## src/hdl/path_cell_projection_macros.svh

```systemverilog
// Assertion macros for the path cell projection block.
// Used by the top level; they rely on clk_i and rst_ni in the including scope.
`ifndef PATH_CELL_PROJECTION_MACROS_SVH
`define PATH_CELL_PROJECTION_MACROS_SVH
`ifndef NO_ASSERTIONS
// Property that holds at every clock edge outside reset.
`define PCP_ASSERT(lbl, expr) \
  lbl: assert property (@(posedge clk_i) disable iff (!rst_ni) (expr)) \
    else $error("pcp assertion failed");
// Property whose consequent holds in the cycle after the antecedent.
`define PCP_ASSERT_NEXT(lbl, pre, post) \
  lbl: assert property (@(posedge clk_i) disable iff (!rst_ni) (pre) |=> (post)) \
    else $error("pcp assertion failed");
`else
`define PCP_ASSERT(lbl, expr)
`define PCP_ASSERT_NEXT(lbl, pre, post)
`endif
`endif

```

## src/hdl/pcp_pkg.sv

```systemverilog
// Shared types and constants of the path cell projection block.
// Used by pcp_div, path_cell_projection, pcp_checker and the testbench; depends on nothing.
`timescale 1ns / 1ps

package pcp_pkg;

  // Command codes carried in tuser of the input stream.
  localparam logic CMD_LOAD    = 1'b0;
  localparam logic CMD_PROJECT = 1'b1;

  // Configuration register indexes.
  localparam logic [3:0] CFG_REVERSE = 4'd0;
  localparam logic [3:0] CFG_COUNT   = 4'd1;

  // One in Q1.16.
  localparam logic [16:0] FRAC_ONE = 17'h10000;

  // Divider widths: numerator, divisor and kept quotient bits.
  localparam int DIV_NUM_W = 64;
  localparam int DIV_DEN_W = 48;
  localparam int DIV_Q_W   = 17;

  typedef struct packed {
    logic                 start;
    logic [DIV_NUM_W-1:0] num;
    logic [DIV_DEN_W-1:0] den;
  } div_req_t;

  typedef struct packed {
    logic               done;
    logic [DIV_Q_W-1:0] quot;
  } div_rsp_t;

endpackage

```

## src/hdl/pcp_div.sv

```systemverilog
// Restoring divider, one quotient bit per cycle, with round-free truncation.
// Depends on pcp_pkg for its widths and request/response structs.
`timescale 1ns / 1ps

module pcp_div (
  input  logic              clk_i,
  input  logic              rst_ni,
  input  pcp_pkg::div_req_t req_i,
  output pcp_pkg::div_rsp_t rsp_o
);

  localparam int CNT_W = $clog2(pcp_pkg::DIV_NUM_W);

  logic [pcp_pkg::DIV_DEN_W:0]   rem_q;
  logic [pcp_pkg::DIV_NUM_W-1:0] quot_q;
  logic [pcp_pkg::DIV_DEN_W-1:0] den_q;
  logic [CNT_W-1:0]              cnt_q;
  logic                          busy_q;
  logic                          done_q;

  logic [pcp_pkg::DIV_DEN_W:0] rem_sh;
  logic [pcp_pkg::DIV_DEN_W:0] rem_nx;
  logic                        ge;

  // One shift-and-subtract step.
  always_comb begin
    rem_sh = {rem_q[pcp_pkg::DIV_DEN_W-1:0], quot_q[pcp_pkg::DIV_NUM_W-1]};
    ge     = rem_sh >= {1'b0, den_q};
    rem_nx = ge ? (rem_sh - {1'b0, den_q}) : rem_sh;
  end

  // Sequencing of the steps.
  always_ff @(posedge clk_i or negedge rst_ni) begin
    if (!rst_ni) begin
      busy_q <= 1'b0;
      done_q <= 1'b0;
      cnt_q  <= '0;
    end else begin
      done_q <= 1'b0;
      if (req_i.start) begin
        busy_q <= 1'b1;
        cnt_q  <= CNT_W'(pcp_pkg::DIV_NUM_W - 1);
      end else if (busy_q) begin
        if (cnt_q == '0) begin
          busy_q <= 1'b0;
          done_q <= 1'b1;
        end else begin
          cnt_q <= cnt_q - 1'b1;
        end
      end
    end
  end

  // Datapath registers.
  always_ff @(posedge clk_i) begin
    if (req_i.start) begin
      rem_q  <= '0;
      quot_q <= req_i.num;
      den_q  <= req_i.den;
    end else if (busy_q) begin
      rem_q  <= rem_nx;
      quot_q <= {quot_q[pcp_pkg::DIV_NUM_W-2:0], ge};
    end
  end

  assign rsp_o.done = done_q;
  assign rsp_o.quot = quot_q[pcp_pkg::DIV_Q_W-1:0];

endmodule

```

## config.mk

```make
export PLATFORM = sky130hd
export DESIGN_NAME = pcp_div
export DESIGN_NICKNAME = d
export VERILOG_FILES = /design/src/hdl/path_cell_projection_macros.svh /design/src/hdl/pcp_pkg.sv /design/src/hdl/pcp_div.sv
export SDC_FILE = /design/constraint.sdc
export NUM_CORES = 1
export LEC_CHECK = 0
export ABC_AREA = 1
export BUFFER_PORTS_ARGS = -buffer_cell sky130_fd_sc_hd__buf_2
export CAP_MARGIN = 5
export CORE_MARGIN = 4
export CORE_UTILIZATION = 60
export CTS_CLUSTER_SIZE = 16
export DETAILED_ROUTE_END_ITERATION = 12
export PLACE_DENSITY = 0.89
export SETUP_SLACK_MARGIN = 0.4
export SLEW_MARGIN = 5
export SYNTH_ARGS = -nofsm -noshare
export SYNTH_HDL_FRONTEND = slang
export SYNTH_SLANG_ARGS = --single-unit
```

## constraint.sdc

```tcl
create_clock -name clk_i -period 8 [get_ports clk_i]
set_clock_uncertainty 0.1 [all_clocks]
set_input_delay 1.6 -clock clk_i [delete_from_list [all_inputs] [get_ports clk_i]]
set_output_delay 1.6 -clock clk_i [all_outputs]
set_load 0.1 [all_outputs]
```

; Yosys cells after proc, flatten, opt, wreduce, memory -nomap -nowiden
; Index checks and enable logic that the tools add are counted.
; W data, S select, Z words.
[totals]
ff_bits = 168
latch_bits = 0
mem_bits_rw = 0
rom_bits = 0
output_inout_bits = 18
elab_cells = 25
mem_count = 0
[op_classes]
add_sub_neg = 2
mul = 0
div = 0
n_lt_le_gt_ge = 1
eq_ne = 1
shift = 0
mux = 12
n_bitwise = 0
reduce_logical = 3
[ops]
columns = operator, count
row1 = $mux W64, 2
row2 = $ge A49 B48 Y1, 1
row3 = $mux W48, 1
row4 = $sub A48 B48 Y48, 1
row5 = $mux W6, 3
row6 = $logic_not A6 Y1, 1
row7 = $mux W1, 6
row8 = $sub A6 B1 Y6 const B, 1
row9 = $ne A2 B2 Y1 const B, 1
row10 = $reduce_and A2 Y1, 1
row11 = $reduce_bool A2 Y1, 1

; Longest topological paths before layout
[depth]
depth_word = 4
depth_mapped = 17

; Worst setup path after synthesis
; OpenSTA, ideal clock, no wires.
[synth_timing]
kind = input-to-reg
start = input req_i[112] in the netlist's numbering
end = register quot_q[0] in the netlist's numbering (enable)
setup_ns = 0.451
arrival_time_ns = 3.839
required_ns = 7.449
slack_ns = 3.610
cell_stages = 4
n_path_buf = 2
cell_sequence = buf_2 -> nor2_1 -> inv_2 -> clkbuf_1
[synth_via]
elab_chain_len = 1
[synth_lines]
columns = element, line_no
row1 = start: declaration, pcp_div.sv:8  ; input pcp_pkg::div_req_t req_i,
row2 = $reduce_bool A2 Y1 (no line), n/a
row3 = end signal: assignment, pcp_div.sv:58  ; quot_q <= req_i.num;
row4 = end signal: assignment, pcp_div.sv:62  ; quot_q <= {quot_q[pcp_pkg::DIV_NUM_W-2:0], ge};
row5 = end: declaration, pcp_div.sv:15  ; logic [pcp_pkg::DIV_NUM_W-1:0] quot_q;
; No other way between the ends.
; A chain may end at the register's enable or synchronous reset.

; Worst setup path after layout
[layout_timing]
start = register den_q[11] in the netlist's numbering
end = register rem_q[14] in the netlist's numbering
[layout_via]
elab_chain_len = 2
word_cells_on_any_way = 3
[layout_lines]
columns = element, line_no
row1 = start: declaration, pcp_div.sv:16  ; logic [pcp_pkg::DIV_DEN_W-1:0] den_q;
row2 = start signal: assignment, pcp_div.sv:59  ; den_q <= req_i.den;
row3 = $sub A48 B48 Y48 or $ge A49 B48 Y1 (tied branches), "pcp_div.sv:29, pcp_div.sv:28"
row4 = $mux W48 (*), pcp_div.sv:29  ; rem_nx = ge ? (rem_sh - {1'b0, den_q}) : rem_sh;
row5 = end signal: assignment, pcp_div.sv:61  ; rem_q <= rem_nx;
row6 = end: declaration, pcp_div.sv:14  ; logic [pcp_pkg::DIV_DEN_W:0] rem_q;
; Mark *: on every way between the ends. The rest lies on a longest branch, timed or not.

==> flow_summary.ini <==
[run_status]
status = finished, final reports clean

[layout]
fillers = 1527
antenna_cells = 0
fin_nets = 1921
area_growth_syn_to_layout_pct = 11.2
multi_input_area_um2 = 5320
drive_above_1_share_pct = 11.4
regArea_um2 = 4520

[worst_setup_path]
worstPathRequired_ns = 8.18
critical_path_class = reg2reg
reg2reg_from = den_q[11]
timing.rr.end = rem_q[14]
reg2reg_depth = 13
start_kind = flop
worstPathMaxFanout = 50
r2r_slack_ns = 4.53
worstPathArrival_ns = 3.65
cp-end-kind = flop

[die]
core_um2 = 18300
start_util_pct = 61.9
row_count = 49
die_x_um = 145
die_h_um = 145
ios = 133
die-area_um2 = 21100

[sta]
setup-tns-final_ns = 0
worst_pin_slew_ns = 1.04
fmax_mhz = 288
setup_viol = 0
maxSlewViolCount = 0
slew_headroom_pct = 30.9
hold_viol = 0
period_share_pct = 43.3
post-route-min-period_ns = 3.47
rsz0062_at_grt = false
holdWs_ns = 0.375

[detailed_routing]
postRouteAntennaNets = 0
drc = 0
vias = 10500
initialDrtViolationCount = 896
via_per_inst = 5.25
drt_wl_total_um = 29600
wl_per_cell_um = 14.8
detail_route.first_pass.iterations = 5

[worst_hold_path]
min_path_cells = 2
hold_path.class = reg2reg
hold_start = rem_q[31]
min_to = rem_q[31]

[run]
drv_cap = 0

[placement]
hpwl_um = 22100
io_buffer_count = 132
gp_congestion = 0.985

[synth]
ys_types = 37
yosys.area.top_type = edfxtp_1
syn-num-nets = 1822
avgSynthCellArea_um2 = 6.83
synth.area.top_cells = edfxtp_1 30%, nand2_1 24%, inv_1 9.8%
yosysSeqAreaShare_pct = 40.0
ys_seq_elements = 168
yosysTopAreaCellShare_pct = 29.7
synthCells = 1656
yosysWarnings = 0
syn_area_um2 = 11300

[power]
p_leak_uw = 0.00690
switching_share_pct = 30.2
cellPowerDensity_nw_per_um2 = 171
internal_power_uw = 1500
power_frac_comb_pct = 13.3
vdd_drop_max_uv = 290
p_clk_share_pct = 39.7
switchingPower_uw = 649
power_frac_seq_pct = 47.0

[clocking]
holdBufCountCts = 0
cts.path.max_buffers = 2
ctsRootBufferMaster = clkbuf_16
htreeDepth = 4
cts_sinks = 168
cts_buffers = 17
clk_pin_slew_ns = 0.08
cts_tree = built
worstSkewPairLatency_ns = 0.45
post_cts_resized = 0
cts_setup_buffers = 0

[global_route]
grt_pass1_wl_um = 48800
track_usage_pct = 28.0
grt_overflow = 0
grt_start_max_net_pins = 75
antenna_found_initial = 0
grt_pass1_vias = 10100
synth_stat cells:
cell	n
buf_4	19
nand2_4	1
a21oi_2	1
nor4_1	1
inv_2	7
buf_6	5
buf_1	5
nand3b_1	25
buf_2	10
clkbuf_1	17
buf_8	1
fa_1	1
ha_1	50
xor2_1	1
nand2_1	714
nand3_4	1
or2_2	2
inv_1	295
a22oi_1	1
a31oi_1	1
nand2_2	2
nor2_1	94
nand3_1	110
nor2_4	3
o21a_1	4
o21ai_0	26
o21bai_1	5
xnor2_1	22
and2_1	1
dfxtp_1	48
dfrtp_1	8
nor2_2	6
nand3_2	7
edfxtp_1	112
a21oi_1	29
nand4_1	12
nor3_1	9
cells in the final DEF (no fill, tap or decap), drive strengths merged:
cell	n
nand2	717
inv	308
buf	137
nand3	118
edfxtp	112
nor2	103
ha	50
dfxtp	48
a21oi	30
o21ai	26
nand3b	25
xnor2	22
clkbuf	17
nand4	12
nor3	9
clkinv	9
dfrtp	8
o21bai	5
o21a	4
or2	2
a31oi	1
a22oi	1
and2	1
nor4	1
xor2	1
fa	1
area by class of cell:
type,instances,area share [%]
Multi-Input combinational cell,1129,42.2
Timing Repair Buffer,137,5.57
Sequential cell,168,35.9
Clock inverter,15,1.58
Tap cell,229,2.28
Inverter,302,9.01
Clock buffer,17,3.38
metal layers:
layer	track usage, %	vias to the layer above	wire, um
met3	5.39	41	2180
met5	0	-	0
met2	48.6	421	14400
met1	36.6	4763	12500
li1	-	5260	-
met4	6.17	0	443
kinds of logic after synthesis:
kind of cell | count (synthesis) | share of synthesized area [%]
fa+ha+maj | 51 | 5.71
flops | 168 | 40.0
compound gates | 67 | 3.23
buf+inv | 359 | 13.1
xor+xnor | 23 | 1.78
simple gates | 988 | 36.2
sequential cells by signal, summed over array words and instances (netlist names):
name,cells
quot_q,64
den_q,48
rem_q,48
cnt_q,6
busy_q,1
done_q,1
power by group through the flow:
stage          sequential [uW]  combinational, uW  clock (uW)
6_report                  1010                287         855
5_1_grt                   1020                318         896
4_1_cts                   1010                286         861
3_5_place_dp              1030                283           0
3_3_place_gp              1030                274           0
2_1_floorplan             1020                216           0
worst max-delay path by stage:
| stage | from | to | slack [ns] | depth (start not counted) |
|---|---|---|---|---|
| CTS | den_q[12] | rem_q[14] | 4.59 | 13 |
| floorplan | req_i[112] | quot_q[0] | 3.61 | 4 |
| finish | den_q[11] | rem_q[14] | 4.53 | 13 |
| global route | den_q[12] | rem_q[14] | 4.29 | 13 |
| global placement | req_i[112] | quot_q[9] | 4.30 | 4 |
| detailed placement | req_i[112] | quot_q[8] | 4.23 | 4 |
critical path, stage by stage (launching register included):
cell and delay (ns):
edfxtp_1 0.32, inv_1 0.05, ha_1 0.35, nand2_1 0.12, nor2_1 0.29, nand2_1 0.14, inv_1 0.07, nand2_1 0.06
nand2_2 0.16, nand3_4 0.54, nand2_4 0.73, nand2_1 0.10, nand3_1 0.11, o21ai_0 0.13
metrics by stage:
stage	area [um2]	instances	setup WS, ns	total power [uW]	util, %
floorplan	11300	1656	3.61	1240	-
global placement	12000	1965	4.30	1300	65.5
detailed placement	12000	1965	4.23	1310	65.5
CTS	12600	1997	4.59	2160	68.9
global route	12600	1997	4.29	2230	68.9
finish	12600	1997	4.53	2150	68.9
No activity file was read; power rests on OpenSTA's default activity.
